### config.mk
export PLATFORM = sky130hd
export DESIGN_NAME = run_length_literal_encoder_unit
export DESIGN_NICKNAME = d
export VERILOG_FILES = /design/src/hdl/rlle_pkg.sv /design/src/hdl/rlle_ram.sv /design/src/hdl/rlle_queue.sv /design/src/hdl/rlle_front.sv /design/src/hdl/rlle_back.sv /design/src/hdl/run_length_literal_encoder_unit.sv
export SDC_FILE = /design/constraint.sdc
export NUM_CORES = 1
export LEC_CHECK = 0
export BUFFER_PORTS_ARGS = -buffer_cell sky130_fd_sc_hd__buf_2
export CAP_MARGIN = 20
export CORE_ASPECT_RATIO = 1.2
export CORE_MARGIN = 2
export CORE_UTILIZATION = 60
export DETAILED_ROUTE_END_ITERATION = 6
export PLACE_DENSITY = 0.87
export REMOVE_ABC_BUFFERS = 1
export SLEW_MARGIN = 20
export SYNTH_ARGS = -nofsm -noshare
export SYNTH_HDL_FRONTEND = slang
export SYNTH_SLANG_ARGS = --single-unit
### constraint.sdc
create_clock -name clk_i -period 5.7 [get_ports clk_i]
set_input_delay 1.14 -clock clk_i [delete_from_list [all_inputs] [get_ports clk_i]]
set_output_delay 1.14 -clock clk_i [all_outputs]
set_load 0.01 [all_outputs]
### src/hdl/rlle_pkg.sv
package rlle_pkg;

  localparam int unsigned BYTE_W      = 8;
  localparam int unsigned CNT_W       = 8;
  localparam int unsigned QUEUE_DEPTH = 2;

  localparam logic [BYTE_W-1:0] REPEAT_BIAS  = 8'd127;
  localparam logic [BYTE_W-1:0] LITERAL_BIAS = 8'd1;

  localparam logic CMD_DATA = 1'b0;
  localparam logic CMD_END  = 1'b1;

  typedef enum logic {
    KIND_LITERAL,
    KIND_REPEAT
  } rlle_kind_e;

  // One closed run handed from the front end to the back end.
  typedef struct packed {
    rlle_kind_e        kind;
    logic [CNT_W-1:0]  count;
    logic [BYTE_W-1:0] value;
    logic              bank;
  } rlle_cmd_t;

  typedef struct packed {
    logic valid;
    logic bank;
  } rlle_release_t;

endpackage

### src/hdl/rlle_ram.sv
module rlle_ram #(
  parameter int unsigned WIDTH = 8,
  parameter int unsigned DEPTH = 126
) (
  input  logic                     clk_i,
  input  logic                     we_i,
  input  logic [$clog2(DEPTH)-1:0] waddr_i,
  input  logic [WIDTH-1:0]         wdata_i,
  input  logic                     re_i,
  input  logic [$clog2(DEPTH)-1:0] raddr_i,
  output logic [WIDTH-1:0]         rdata_o
);

  logic [WIDTH-1:0] mem_q [DEPTH];
  logic [WIDTH-1:0] rdata_q;

  always_ff @(posedge clk_i) begin
    if (we_i) begin
      mem_q[waddr_i] <= wdata_i;
    end
    if (re_i) begin
      rdata_q <= mem_q[raddr_i];
    end
  end

  assign rdata_o = rdata_q;

endmodule

### src/hdl/rlle_queue.sv
module rlle_queue (
  input  logic                clk_i,
  input  logic                rst_ni,
  input  logic                push_i,
  input  rlle_pkg::rlle_cmd_t push_cmd_i,
  output logic                full_o,
  input  logic                pop_i,
  output logic                empty_o,
  output rlle_pkg::rlle_cmd_t head_o
);
  import rlle_pkg::*;

  localparam int unsigned PW = (QUEUE_DEPTH > 1) ? $clog2(QUEUE_DEPTH) : 1;
  localparam int unsigned FW = $clog2(QUEUE_DEPTH + 1);

  rlle_cmd_t       mem_q [QUEUE_DEPTH];
  logic [PW-1:0]   wptr_q, wptr_d;
  logic [PW-1:0]   rptr_q, rptr_d;
  logic [FW-1:0]   fill_q, fill_d;

  always_comb begin
    wptr_d = wptr_q;
    rptr_d = rptr_q;
    fill_d = fill_q;
    if (push_i) begin
      wptr_d = (wptr_q == PW'(QUEUE_DEPTH - 1)) ? '0 : wptr_q + 1'b1;
    end
    if (pop_i) begin
      rptr_d = (rptr_q == PW'(QUEUE_DEPTH - 1)) ? '0 : rptr_q + 1'b1;
    end
    if (push_i && !pop_i) begin
      fill_d = fill_q + 1'b1;
    end else if (pop_i && !push_i) begin
      fill_d = fill_q - 1'b1;
    end
  end

  always_ff @(posedge clk_i or negedge rst_ni) begin
    if (!rst_ni) begin
      wptr_q <= '0;
      rptr_q <= '0;
      fill_q <= '0;
    end else begin
      wptr_q <= wptr_d;
      rptr_q <= rptr_d;
      fill_q <= fill_d;
    end
  end

  always_ff @(posedge clk_i) begin
    if (push_i) begin
      mem_q[wptr_q] <= push_cmd_i;
    end
  end

  assign full_o  = (fill_q == FW'(QUEUE_DEPTH));
  assign empty_o = (fill_q == '0);
  assign head_o  = mem_q[rptr_q];

endmodule

### src/hdl/rlle_front.sv
module rlle_front #(
  parameter int unsigned RUN_LIMIT = 63,
  parameter int unsigned AW        = 7
) (
  input  logic                    clk_i,
  input  logic                    rst_ni,
  input  logic                    in_valid_i,
  output logic                    in_stall_o,
  input  logic                    cmd_i,
  input  logic [7:0]              data_byte_i,
  input  logic                    q_full_i,
  output logic                    push_o,
  output rlle_pkg::rlle_cmd_t     push_cmd_o,
  output logic                    we_o,
  output logic [AW-1:0]           waddr_o,
  output logic [7:0]              wdata_o,
  input  rlle_pkg::rlle_release_t release_i
);
  import rlle_pkg::*;

  localparam int unsigned CW = $clog2(RUN_LIMIT + 2);
  localparam int unsigned IW = (RUN_LIMIT > 1) ? $clog2(RUN_LIMIT) : 1;
  localparam logic [AW-1:0] BANK_OFS = AW'(RUN_LIMIT);

  logic [CW-1:0]     count_q, count_d;
  logic [BYTE_W-1:0] prev_q, prev_d;
  logic              rep_q, rep_d;
  logic              bank_q, bank_d;
  logic [1:0]        busy_q, busy_d;
  logic              accept;
  logic [CW-1:0]     cnt_inc;
  logic [IW-1:0]     widx;

  assign in_stall_o = q_full_i || busy_q[bank_q];
  assign accept     = in_valid_i && !in_stall_o;
  assign cnt_inc    = count_q + 1'b1;

  always_comb begin
    count_d    = count_q;
    prev_d     = prev_q;
    rep_d      = rep_q;
    bank_d     = bank_q;
    push_o     = 1'b0;
    push_cmd_o = '0;
    we_o       = 1'b0;
    widx       = '0;
    if (accept) begin
      if (cmd_i == CMD_END) begin
        if (count_q != '0) begin
          push_o           = 1'b1;
          push_cmd_o.count = CNT_W'(count_q);
          push_cmd_o.value = prev_q;
          push_cmd_o.bank  = bank_q;
          if (rep_q) begin
            push_cmd_o.kind = KIND_REPEAT;
          end else begin
            push_cmd_o.kind = KIND_LITERAL;
            bank_d          = !bank_q;
          end
        end
        count_d = '0;
        prev_d  = '0;
        rep_d   = 1'b0;
      end else if (count_q == '0) begin
        we_o    = 1'b1;
        count_d = CW'(1);
        prev_d  = data_byte_i;
        rep_d   = 1'b0;
      end else if (rep_q) begin
        if (data_byte_i == prev_q) begin
          if (cnt_inc >= CW'(RUN_LIMIT)) begin
            push_o           = 1'b1;
            push_cmd_o.kind  = KIND_REPEAT;
            push_cmd_o.count = CNT_W'(cnt_inc);
            push_cmd_o.value = data_byte_i;
            push_cmd_o.bank  = bank_q;
            count_d          = '0;
            rep_d            = 1'b0;
          end else begin
            count_d = cnt_inc;
          end
        end else begin
          push_o           = 1'b1;
          push_cmd_o.kind  = KIND_REPEAT;
          push_cmd_o.count = CNT_W'(count_q);
          push_cmd_o.value = prev_q;
          push_cmd_o.bank  = bank_q;
          we_o             = 1'b1;
          count_d          = CW'(1);
          prev_d           = data_byte_i;
          rep_d            = 1'b0;
        end
      end else begin
        if (data_byte_i == prev_q) begin
          // The last literal byte joins the new repeat run.
          if (count_q != CW'(1)) begin
            push_o           = 1'b1;
            push_cmd_o.kind  = KIND_LITERAL;
            push_cmd_o.count = CNT_W'(count_q - 1'b1);
            push_cmd_o.value = prev_q;
            push_cmd_o.bank  = bank_q;
            bank_d           = !bank_q;
          end
          count_d = CW'(2);
          rep_d   = 1'b1;
        end else begin
          we_o    = 1'b1;
          widx    = count_q[IW-1:0];
          prev_d  = data_byte_i;
          if (cnt_inc >= CW'(RUN_LIMIT)) begin
            push_o           = 1'b1;
            push_cmd_o.kind  = KIND_LITERAL;
            push_cmd_o.count = CNT_W'(cnt_inc);
            push_cmd_o.value = data_byte_i;
            push_cmd_o.bank  = bank_q;
            bank_d           = !bank_q;
            count_d          = '0;
          end else begin
            count_d = cnt_inc;
          end
        end
      end
    end
  end

  always_comb begin
    busy_d = busy_q;
    if (release_i.valid) begin
      busy_d[release_i.bank] = 1'b0;
    end
    if (push_o && (push_cmd_o.kind == KIND_LITERAL)) begin
      busy_d[bank_q] = 1'b1;
    end
  end

  assign waddr_o = AW'(widx) + (bank_q ? BANK_OFS : '0);
  assign wdata_o = data_byte_i;

  always_ff @(posedge clk_i or negedge rst_ni) begin
    if (!rst_ni) begin
      count_q <= '0;
      prev_q  <= '0;
      rep_q   <= 1'b0;
      bank_q  <= 1'b0;
      busy_q  <= '0;
    end else begin
      count_q <= count_d;
      prev_q  <= prev_d;
      rep_q   <= rep_d;
      bank_q  <= bank_d;
      busy_q  <= busy_d;
    end
  end

endmodule

### src/hdl/rlle_back.sv
module rlle_back #(
  parameter int unsigned RUN_LIMIT = 63,
  parameter int unsigned AW        = 7
) (
  input  logic                    clk_i,
  input  logic                    rst_ni,
  input  logic                    q_empty_i,
  input  rlle_pkg::rlle_cmd_t     head_i,
  output logic                    pop_o,
  output logic                    re_o,
  output logic [AW-1:0]           raddr_o,
  input  logic [7:0]              rdata_i,
  output rlle_pkg::rlle_release_t release_o,
  output logic                    out_valid_o,
  input  logic                    out_stall_i,
  output logic [7:0]              out_byte_o,
  output logic                    is_header_o,
  output logic                    last_o
);
  import rlle_pkg::*;

  localparam int unsigned IW = (RUN_LIMIT > 1) ? $clog2(RUN_LIMIT) : 1;
  localparam logic [AW-1:0] BANK_OFS = AW'(RUN_LIMIT);

  localparam logic [1:0] S_IDLE = 2'd0;
  localparam logic [1:0] S_LIT  = 2'd1;
  localparam logic [1:0] S_REP  = 2'd2;

  logic [1:0]        state_q, state_d;
  rlle_cmd_t         cmd_q, cmd_d;
  logic [IW-1:0]     idx_q, idx_d;
  logic              valid_q, valid_d;
  logic [BYTE_W-1:0] byte_q, byte_d;
  logic              hdr_q, hdr_d;
  logic              last_q, last_d;
  logic              load_ok;
  logic              lit_done;
  logic              rbank;
  logic [IW-1:0]     ridx;

  assign load_ok  = !valid_q || !out_stall_i;
  assign lit_done = ((CNT_W'(idx_q) + 1'b1) == cmd_q.count);

  always_comb begin
    state_d   = state_q;
    cmd_d     = cmd_q;
    idx_d     = idx_q;
    valid_d   = valid_q;
    byte_d    = byte_q;
    hdr_d     = hdr_q;
    last_d    = last_q;
    pop_o     = 1'b0;
    re_o      = 1'b0;
    ridx      = '0;
    rbank     = cmd_q.bank;
    release_o = '0;
    if (load_ok) begin
      valid_d = 1'b0;
    end
    unique case (state_q)
      S_IDLE: begin
        rbank = head_i.bank;
        if (load_ok && !q_empty_i) begin
          pop_o   = 1'b1;
          cmd_d   = head_i;
          valid_d = 1'b1;
          hdr_d   = 1'b1;
          last_d  = 1'b0;
          if (head_i.kind == KIND_LITERAL) begin
            byte_d  = head_i.count - LITERAL_BIAS;
            re_o    = 1'b1;
            idx_d   = '0;
            state_d = S_LIT;
          end else begin
            byte_d  = head_i.count + REPEAT_BIAS;
            state_d = S_REP;
          end
        end
      end
      S_REP: begin
        if (load_ok) begin
          valid_d = 1'b1;
          byte_d  = cmd_q.value;
          hdr_d   = 1'b0;
          last_d  = 1'b1;
          state_d = S_IDLE;
        end
      end
      S_LIT: begin
        if (load_ok) begin
          valid_d = 1'b1;
          byte_d  = rdata_i;
          hdr_d   = 1'b0;
          last_d  = lit_done;
          if (lit_done) begin
            release_o.valid = 1'b1;
            release_o.bank  = cmd_q.bank;
            state_d         = S_IDLE;
          end else begin
            idx_d = idx_q + 1'b1;
            re_o  = 1'b1;
            ridx  = idx_q + 1'b1;
          end
        end
      end
      default: begin
        state_d = S_IDLE;
      end
    endcase
  end

  assign raddr_o = AW'(ridx) + (rbank ? BANK_OFS : '0);

  always_ff @(posedge clk_i or negedge rst_ni) begin
    if (!rst_ni) begin
      state_q <= S_IDLE;
      valid_q <= 1'b0;
    end else begin
      state_q <= state_d;
      valid_q <= valid_d;
    end
  end

  always_ff @(posedge clk_i) begin
    cmd_q  <= cmd_d;
    idx_q  <= idx_d;
    byte_q <= byte_d;
    hdr_q  <= hdr_d;
    last_q <= last_d;
  end

  assign out_valid_o = valid_q;
  assign out_byte_o  = byte_q;
  assign is_header_o = hdr_q;
  assign last_o      = last_q;

endmodule

### src/hdl/run_length_literal_encoder_unit.sv
// Run-length encoder for records of bytes; headers n-1 literal, n+127 repeat.
// The input channel takes one word per item: cmd_i low carries a data byte in
// data_byte_i, cmd_i high marks the end of a record and closes the open run.
// The output channel gives one word per result: a run header or a payload
// byte, with last_o set on the final word caused by an input item.
// A literal run of n bytes gives n+1 words, a repeat run gives two.
// The front end takes one input word per cycle unless stalled and hands each
// closed run to a two-entry command queue; literal bytes sit in a two-bank
// store so that the next run can fill one bank while the back end reads the
// other. The back end sends one word per cycle unless the output stalls,
// with no gap between runs while the queue holds one. A closed run is written
// into the queue, and its first word is then registered into the output word
// when the back end is free. The input stalls while the queue is full or the
// bank it must fill holds a literal run not fully read. A stalled output word
// is held; the back end waits and the front end runs on until the queue fills
// or its bank is busy. Reset clears front end run state, back end state, queue
// pointers and output valid; the byte store is not cleared and needs none.
module run_length_literal_encoder_unit #(
  parameter int unsigned RUN_LIMIT = 63
) (
  input  logic       clk_i,
  input  logic       rst_ni,
  input  logic       in_valid_i,
  output logic       in_stall_o,
  input  logic       cmd_i,
  input  logic [7:0] data_byte_i,
  output logic       out_valid_o,
  input  logic       out_stall_i,
  output logic [7:0] out_byte_o,
  output logic       is_header_o,
  output logic       last_o
);
  import rlle_pkg::*;

  localparam int unsigned DEPTH = 2 * RUN_LIMIT;
  localparam int unsigned AW    = $clog2(DEPTH);

  logic            q_full;
  logic            q_empty;
  logic            push;
  rlle_cmd_t       push_cmd;
  logic            pop;
  rlle_cmd_t       head;
  logic            ram_we;
  logic [AW-1:0]   ram_waddr;
  logic [7:0]      ram_wdata;
  logic            ram_re;
  logic [AW-1:0]   ram_raddr;
  logic [7:0]      ram_rdata;
  rlle_release_t   release_s;

  rlle_front #(
    .RUN_LIMIT(RUN_LIMIT),
    .AW       (AW)
  ) u_front (
    .clk_i      (clk_i),
    .rst_ni     (rst_ni),
    .in_valid_i (in_valid_i),
    .in_stall_o (in_stall_o),
    .cmd_i      (cmd_i),
    .data_byte_i(data_byte_i),
    .q_full_i   (q_full),
    .push_o     (push),
    .push_cmd_o (push_cmd),
    .we_o       (ram_we),
    .waddr_o    (ram_waddr),
    .wdata_o    (ram_wdata),
    .release_i  (release_s)
  );

  rlle_queue u_queue (
    .clk_i     (clk_i),
    .rst_ni    (rst_ni),
    .push_i    (push),
    .push_cmd_i(push_cmd),
    .full_o    (q_full),
    .pop_i     (pop),
    .empty_o   (q_empty),
    .head_o    (head)
  );

  rlle_ram #(
    .WIDTH(BYTE_W),
    .DEPTH(DEPTH)
  ) u_store (
    .clk_i  (clk_i),
    .we_i   (ram_we),
    .waddr_i(ram_waddr),
    .wdata_i(ram_wdata),
    .re_i   (ram_re),
    .raddr_i(ram_raddr),
    .rdata_o(ram_rdata)
  );

  rlle_back #(
    .RUN_LIMIT(RUN_LIMIT),
    .AW       (AW)
  ) u_back (
    .clk_i      (clk_i),
    .rst_ni     (rst_ni),
    .q_empty_i  (q_empty),
    .head_i     (head),
    .pop_o      (pop),
    .re_o       (ram_re),
    .raddr_o    (ram_raddr),
    .rdata_i    (ram_rdata),
    .release_o  (release_s),
    .out_valid_o(out_valid_o),
    .out_stall_i(out_stall_i),
    .out_byte_o (out_byte_o),
    .is_header_o(is_header_o),
    .last_o     (last_o)
  );

  a_header_not_last : assert property (@(posedge clk_i) disable iff (!rst_ni)
    out_valid_o && is_header_o |-> !last_o)
    else $error("run header marked as last word");

  a_payload_follows_header : assert property (@(posedge clk_i) disable iff (!rst_ni)
    out_valid_o && !out_stall_i && is_header_o |=> out_valid_o && !is_header_o)
    else $error("header not followed by its payload");

  a_store_no_overlap : assert property (@(posedge clk_i) disable iff (!rst_ni)
    ram_we && ram_re |-> ram_waddr != ram_raddr)
    else $error("store written at the entry being read");

endmodule
==> results of run 1 <==
==> flip-flops by register name, summed over array words and instances, names as in the netlist <==
signal and cells:
u_store.mem_q 1008, u_queue.mem_q 36, u_back.cmd_q 17, u_back.out_byte_o 8, u_front.prev_q 8, u_store.rdata_o 8
u_front.count_q 7, u_back.idx_q 6, u_back.state_q 2, u_front.busy_q 2, u_queue.fill_q 2, u_back.is_header_o 1
u_back.last_o 1, u_back.out_valid_o 1, u_front.bank_q 1, u_front.rep_q 1, u_queue.rptr_q 1, u_queue.wptr_q 1
==> path summary, 6_finish.rpt <==
kind / slack, ps / end / start / cells after the start
min in group clk_i: 500 / u_front.busy_q[0] / u_front.busy_q[0] / 1
max in group asynchronous: 4790 / u_front.count_q[0] / rst_ni / 1
worst min-delay path: 480 / u_queue.fill_q[0] / rst_ni / 1
worst min register to register: 500 / u_front.busy_q[0] / u_front.busy_q[0] / 1
worst max register to register: 110 / u_store.rdata_o[7] / u_back.idx_q[0] / 17
worst max-delay path: 110 / u_store.rdata_o[7] / u_back.idx_q[0] / 17
==> placed cells by master (no fill, tap or decap), types with 5 or more instances in the layout <==
cell type and instances:
sky130_fd_sc_hd__inv_1 25, sky130_fd_sc_hd__nor3_1 10, sky130_fd_sc_hd__dfrtp_1 26, sky130_fd_sc_hd__a2111oi_0 7, sky130_fd_sc_hd__clkinv_2 24, sky130_fd_sc_hd__a221o_1 7, sky130_fd_sc_hd__mux2_2 21, sky130_fd_sc_hd__buf_12 15
sky130_fd_sc_hd__a22o_1 16, sky130_fd_sc_hd__a221oi_1 10, sky130_fd_sc_hd__o211ai_1 10, sky130_fd_sc_hd__clkinv_1 28, sky130_fd_sc_hd__nor2_1 188, sky130_fd_sc_hd__buf_2 16, sky130_fd_sc_hd__ha_1 23, sky130_fd_sc_hd__a22oi_1 9
sky130_fd_sc_hd__o21ai_0 18, sky130_fd_sc_hd__or4_1 7, sky130_fd_sc_hd__and2_1 12, sky130_fd_sc_hd__nor2b_1 9, sky130_fd_sc_hd__nand4_1 6, sky130_fd_sc_hd__a21o_1 5, sky130_fd_sc_hd__nand2_1 147, sky130_fd_sc_hd__or3_1 11
sky130_fd_sc_hd__clkbuf_1 13, sky130_fd_sc_hd__xor2_1 21, sky130_fd_sc_hd__xnor2_1 24, sky130_fd_sc_hd__nand3_1 54, sky130_fd_sc_hd__a211oi_1 5, sky130_fd_sc_hd__mux2i_1 52, sky130_fd_sc_hd__clkbuf_16 100, sky130_fd_sc_hd__nor4_1 6
sky130_fd_sc_hd__mux4_2 270, sky130_fd_sc_hd__and3_1 17, sky130_fd_sc_hd__a21oi_1 39, sky130_fd_sc_hd__nand2b_1 5, sky130_fd_sc_hd__a31oi_1 18, sky130_fd_sc_hd__edfxtp_1 1085, sky130_fd_sc_hd__buf_4 192, sky130_fd_sc_hd__bufinv_16 7
==> worst max-delay path: stages (launching register included) <==
cell and delay, ps:
sky130_fd_sc_hd__edfxtp_1 410, sky130_fd_sc_hd__ha_1 280, sky130_fd_sc_hd__nand3_1 110, sky130_fd_sc_hd__xor2_1 280
sky130_fd_sc_hd__xnor2_1 170, sky130_fd_sc_hd__nor3_1 70, sky130_fd_sc_hd__nand3b_1 200, sky130_fd_sc_hd__nor2_1 250
sky130_fd_sc_hd__ha_4 180, sky130_fd_sc_hd__inv_1 60, sky130_fd_sc_hd__fa_4 900, sky130_fd_sc_hd__buf_12 260
sky130_fd_sc_hd__buf_12 230, sky130_fd_sc_hd__mux4_2 350, sky130_fd_sc_hd__mux4_2 520, sky130_fd_sc_hd__nand2_1 100
sky130_fd_sc_hd__a21oi_1 310, sky130_fd_sc_hd__or4_1 560
==> stage by stage <==
| stage | total power, mW | cell area, sq um | TNS (ps) | hold slack, ps |
|---|---|---|---|---|
| 5_1_grt | 30.1 | 50800 | 0 | 499 |
| 3_3_place_gp | 21.7 | 47600 | 0 | 471 |
| 6_report | 29.4 | 50800 | 0 | 476 |
| 4_1_cts | 29.0 | 50800 | 0 | 489 |
| 3_5_place_dp | 22.1 | 47600 | 0 | 478 |
| 2_1_floorplan | 16.1 | 44500 | -58180 | 455 |
==> power by group through the flow <==
stage	Combinational (mW)	Sequential, mW	Clock [mW]
detailed placement	12.4	9.65	0
floorplan	6.49	9.63	0
finish	13.3	9.49	6.61
global placement	12.1	9.64	0
CTS	12.9	9.48	6.64
global route	13.7	9.50	6.90
==> final cells by class <==
class                           instances  area, sq um
Multi-Input combinational cell       1091        11200
Clock buffer                          115         2580
Clock inverter                         69          623
Timing Repair Buffer                  223         1820
Tap cell                             1008         1260
Inverter                               27          101
Antenna cell                            1         2.50
Sequential cell                      1111        33200
Fill cell                            4289        23800
==> kinds of logic (layout without fill, tap and decap cells) <==
| logic type | Yosys count | in the layout | synth area share (%) |
|---|---|---|---|
| flops | 1111 | 1111 | 73.9 |
| simple gates | 491 | 491 | 4.89 |
| mux | 344 | 344 | 15.2 |
| compound gates | 179 | 179 | 2.83 |
| buf+inv | 150 | 434 | 1.42 |
| xor+xnor | 51 | 51 | 1.03 |
| fa+ha+maj | 26 | 26 | 0.756 |
| other cells | 0 | 1 | 0 |
==> metal layers <==
| metal | vias up | part of all wire, % |
|---|---|---|
| li1 | 9901 | - |
| met1 | 12700 | 33 |
| met2 | 2155 | 49 |
| met3 | 396 | 12 |
| met4 | 6 | 6.2 |
| met5 | - | 0.032 |
==> impl_metrics.json, run 1 <==
{
  "detail_route.wirelength_microns": 117000,
  "run_status": "finished, final reports clean",
  "grtUsageMet3_pct": 7.22,
  "critical_path_arrival_ps": 6010,
  "via_count": 25100,
  "yosys-top-cells-area": "sky130_fd_sc_hd__edfxtp_1, sky130_fd_sc_hd__mux4_2, sky130_fd_sc_hd__nor2_1",
  "postSynth.topFlopCell": "sky130_fd_sc_hd__edfxtp_1",
  "clkSlewWorstSetupHoldPaths_ps": 60,
  "worst-setup-path-type": "reg -> reg",
  "power.share.switching_pct": 36.9,
  "die_width_microns": 254,
  "cts-root-to-sink-buffers": 3,
  "max_slew_margin_pct": 27.4,
  "yosysTopAreaCellShare_pct": 72.4,
  "ys_seq_area_share_pct": 73.9,
  "hp-class": "in -> async",
  "fp.dieArea_sq_mm": 0.0772,
  "detailed_place_hpwl_microns": 66900,
  "finalWeightedCongestion": 0.892,
  "wl_per_cell_microns": 32.1,
  "timing.clock.skew_ps": 35.4,
  "global_route_track_usage_on_met1_pct": 39.3,
  "drt_pass1_iterations": 6,
  "internal_power_mw": 18.5,
  "floorplan.io_pins": 25,
  "number_of_warnings_printed_during_yosys_synthesis": 0,
  "most_repeated_cell_in_the_gate_level_netlist_after_synthesis": "sky130_fd_sc_hd__edfxtp_1",
  "drt_iter0_markers": 4247,
  "power.sequential.fraction_pct": 32.3,
  "rows": 110,
  "busiest_layer": "met2",
  "dp.cells": 3460,
  "pre_cts_setup_slack_ps": 188,
  "cts.sink_count": 1111,
  "antenna_violations_before_repair": 4,
  "critical_path_required_ps": 6130,
  "ctsRootBufferMaster": "sky130_fd_sc_hd__clkbuf_16",
  "maxCapViolations": 0,
  "power.ir.vdd_worst_v": 0.000612,
  "drive_above_1_share_pct": 25.8,
  "grt_util_all_layers_pct": 30.8,
  "post_cts.repair.setup_buffers": 0,
  "holdBufCountCts": 0,
  "setup.worst_path.start_class": "register",
  "timing.final.hold_violations": 0,
  "final_cells": 3645,
  "cts.htree.levels": 3,
  "final-setup-viol-count": 0,
  "start_util_pct": 60.3,
  "power.switching_mw": 10.8,
  "syn_area_per_cell_sq_um": 19.1,
  "total_core_area_sq_mm": 0.0746,
  "first_global_vias": 25500,
  "worst_pin_slew_ps": 1090,
  "cts_tree": "built",
  "cts_repair_resize_count": 0,
  "synth.ff_latch_count": 1111,
  "maxClockFrequency_mhz": 179,
  "period_utilization_pct": 98.0,
  "post-synth-top-area-cell": "sky130_fd_sc_hd__edfxtp_1",
  "clock_power_share_pct": 22.5,
  "timing.final.ws_setup_ps": 115,
  "synthTopCellsByCount": "sky130_fd_sc_hd__edfxtp_1, sky130_fd_sc_hd__mux4_2, sky130_fd_sc_hd__nor2_1, sky130_fd_sc_hd__nand2_1, sky130_fd_sc_hd__clkbuf_1",
  "global_route.overflow_total": 0,
  "synth.distinct_cells": 71,
  "clk-insertion-delay-late_ps": 680,
  "rsz0062_at_grt": "no",
  "crit_path_max_fanout": 40,
  "p_leak_nw": 16.7,
  "clock_buffers_created_by_tritoncts": 100,
  "die_y_microns": 304,
  "groute.layer.met2.usage_pct": 49.4,
  "grt_max_degree": 86,
  "area_delta_synth_final_pct": 13.0,
  "io_buffer_count": 24,
  "synthCells": 2352,
  "synth.cell_area_sq_mm": 0.0450,
  "route.detailed.drc": 0,
  "timing.critical_path.to_type": "register",
  "wire_length_of_the_first_global_routing_pass_microns": 172000,
  "ant_nets": 0,
  "comb_power_share_pct": 45.2,
  "finish.utilization_pct": 68.2,
  "layout_min_cycle_time_ps": 5590,
  "synthArstFlopShare_pct": 2.34,
  "post_drt_via_cell_ratio": 6.89,
  "slew_viol_final": 0,
  "layout.nets": 2593,
  "synth-edff-count": 1085,
  "power.density_cell_area_mw_per_mm2": 578
}
Power figures use the tool's default switching activity.
==> inputs of run 2 (changes only) <==
Settings changed: CORE_ASPECT_RATIO 1.2 to 1.1.
==> run 2 against run 1 <==
Against the previous run:
- the run now ends with DRC left
- sequential share of layout area shrank 0.46 points
- via count grew 1.2%
- sequential cell count is the same
- sequential power grew 0.4%
- largest cell class unchanged
- largest power group unchanged
==> impl_metrics.json, run 2 (synthesis results as in run 1) <==
{
  "max_flop_register": "u_store.mem_q",
  "die_y_microns": 291,
  "critical_path.top_delay_family": "simple AND/OR/NAND/NOR gates",
  "layout_commonest_cell": "sky130_fd_sc_hd__edfxtp_1",
  "grt_util_all_layers_pct": 31.0,
  "power.density_cell_area_mw_per_mm2": 589,
  "wire_length_of_the_first_global_routing_pass_microns": 173000,
  "grt_max_degree": 96,
  "rsz0062_at_grt": "yes",
  "placedInstanceArea_sq_mm": 0.0477,
  "critical_path_required_ps": 6120,
  "worst-setup-path-type": "reg -> reg",
  "power.ir.vdd_worst_v": 0.000579,
  "post_drt_via_cell_ratio": 7.01,
  "hp-class": "in -> async",
  "hold_slack_ps": 492,
  "critical_path_arrival_ps": 5980,
  "antenna_violations_before_repair": 7,
  "total_core_area_sq_mm": 0.0744,
  "global_route.overflow_total": 0,
  "ctsRootBufferMaster": "sky130_fd_sc_hd__clkbuf_16",
  "cpPeakStageDelay_ps": 950,
  "finish.utilization_pct": 68.9,
  "r2r_setup_slack_ps": 140,
  "p_leak_nw": 16.9,
  "area_delta_synth_final_pct": 13.8,
  "max_slew_margin_pct": 27.1,
  "dp.cells": 3432,
  "cts-root-to-sink-buffers": 3,
  "die_width_microns": 265,
  "path_cells": "ha_1 > nand3_1 > xor2_2 > xnor2_1 > nor3_1 > nand3b_1 > buf_4 > or2_2 > fa_4 > buf_12 > buf_4 > mux4_2 > mux4_2 > nand2_1 > a21oi_1 > or4_1",
  "rows": 105,
  "clk-insertion-delay-late_ps": 680,
  "layout.nets": 2617,
  "maxClockFrequency_mhz": 180,
  "fill_cells": 4214,
  "layout_top_registers": "u_store.mem_q: 1008 flops, u_queue.mem_q: 36 flops, u_back.cmd_q: 17 flops",
  "leading_cell_types_in_the_layout_fill_and_taps_excluded": "sky130_fd_sc_hd__edfxtp_1, sky130_fd_sc_hd__mux4_2, sky130_fd_sc_hd__buf_4, sky130_fd_sc_hd__nor2_1, sky130_fd_sc_hd__nand2_1",
  "drt_pass1_iterations": 7,
  "cts_tree": "built",
  "detail_route.wirelength_microns": 118000,
  "violations": "DRC",
  "wl_per_cell_microns": 32.5,
  "slowest_cell_on_the_critical_path": "sky130_fd_sc_hd__fa_4",
  "stdcell_area_sq_mm": 0.0512,
  "timing.clock.skew_ps": 36.5,
  "floorplan.io_pins": 25,
  "route.detailed.drc": 44,
  "drt_iter0_markers": 3916,
  "regArea_sq_mm": 0.0332,
  "io_buffer_count": 24,
  "first_global_vias": 25700,
  "setup.worst_path.start_class": "register",
  "timing.critical_path.to_type": "register",
  "layout_min_cycle_time_ps": 5560,
  "start_util_pct": 60.5,
  "clock_buffers_created_by_tritoncts": 103,
  "worst_pin_slew_ps": 1090,
  "fp.dieArea_sq_mm": 0.0772,
  "largest_register_ffs": 1008,
  "via_count": 25400,
  "timing.final.ws_setup_ps": 138,
  "cts.sink_count": 1111,
  "timing.final.hold_violations": 0,
  "drive_above_1_share_pct": 26.8,
  "run_status": "finished with violations",
  "critical_path.n_buffers_inverters": 3,
  "maxCapViolations": 0,
  "crit_path_max_fanout": 29,
  "ant_nets": 0,
  "detailed_place_hpwl_microns": 68000,
  "final_cells": 3626,
  "pre_cts_setup_slack_ps": -95.8,
  "cts.htree.levels": 3,
  "total_power_mw": 30.2,
  "fin_tns_setup_ps": 0,
  "slew_viol_final": 0,
  "clkSlewWorstSetupHoldPaths_ps": 70,
  "multi_input_area_sq_mm": 0.0112,
  "finalWeightedCongestion": 0.905,
  "period_utilization_pct": 97.6,
  "final-setup-viol-count": 0
}
==> run 2: cell types whose count changed in the layout (fill, tap and decap cells not counted), moves of 5 or more <==
cell	before	now
sky130_fd_sc_hd__a2111oi_0	7	1
sky130_fd_sc_hd__a2111oi_1	0	6
sky130_fd_sc_hd__buf_4	192	211
sky130_fd_sc_hd__bufinv_16	7	12
sky130_fd_sc_hd__clkbuf_16	100	106
sky130_fd_sc_hd__clkinv_1	28	19
==> run 2: worst paths after layout <==
path                                   startpoint                  to  depth (start not counted)
worst max-delay path              u_back.idx_q[0]  u_store.rdata_o[0]                         16
worst min-delay path                       rst_ni   u_queue.fill_q[1]                          1
worst max register to register    u_back.idx_q[0]  u_store.rdata_o[0]                         16
worst min register to register  u_front.busy_q[0]   u_front.busy_q[0]                          1
max in group asynchronous                  rst_ni  u_front.count_q[1]                          1
min in group clk_i              u_front.busy_q[0]   u_front.busy_q[0]                          1
==> run 2: area by class of cell <==
class                   count  share of cell area (%)
multi-input cells        1091                    21.9
clock buffers             125                    5.38
inverters                  27                   0.198
flip-flops and latches   1111                    64.9
well taps                 963                    2.35
repair buffers            244                    3.90
diodes                      2                 0.00978
clock inverters            63                    1.31
==> run 2: worst register-to-register path, stage by stage, from the launching register on <==
cell	delay (ps)
sky130_fd_sc_hd__edfxtp_1	430
sky130_fd_sc_hd__ha_1	290
sky130_fd_sc_hd__nand3_1	160
sky130_fd_sc_hd__xor2_2	240
sky130_fd_sc_hd__xnor2_1	160
sky130_fd_sc_hd__nor3_1	80
sky130_fd_sc_hd__nand3b_1	220
sky130_fd_sc_hd__buf_4	200
sky130_fd_sc_hd__or2_2	290
sky130_fd_sc_hd__fa_4	950
sky130_fd_sc_hd__buf_12	280
sky130_fd_sc_hd__buf_4	300
sky130_fd_sc_hd__mux4_2	360
sky130_fd_sc_hd__mux4_2	540
sky130_fd_sc_hd__nand2_1	110
sky130_fd_sc_hd__a21oi_1	160
sky130_fd_sc_hd__or4_1	550
==> run 2: power by group <==
part	switching [mW]	leakage, nW	total, mW	internal, mW
logic	7.75	5.10	13.6	5.85
registers	0.209	10.1	9.53	9.32
clock network	3.03	1.68	7.02	3.99
==> run 2: per-layer routing <==
layer	global-route usage (%)	routed length (microns)	up-vias
li1	-	-	9975
met1	39.3	39600	12900
met2	50.6	57900	2036
met3	6.81	12700	488
met4	16.3	7590	8
met5	0	56	-
==> run 2: timing repair <==
action / in CTS / in global routing
pin swaps: 0 / 1
resized for setup: 4 / 10
endpoints found under the setup margin: 4 / 40
hold buffers: 0 / 0
setup buffers: 0 / 4
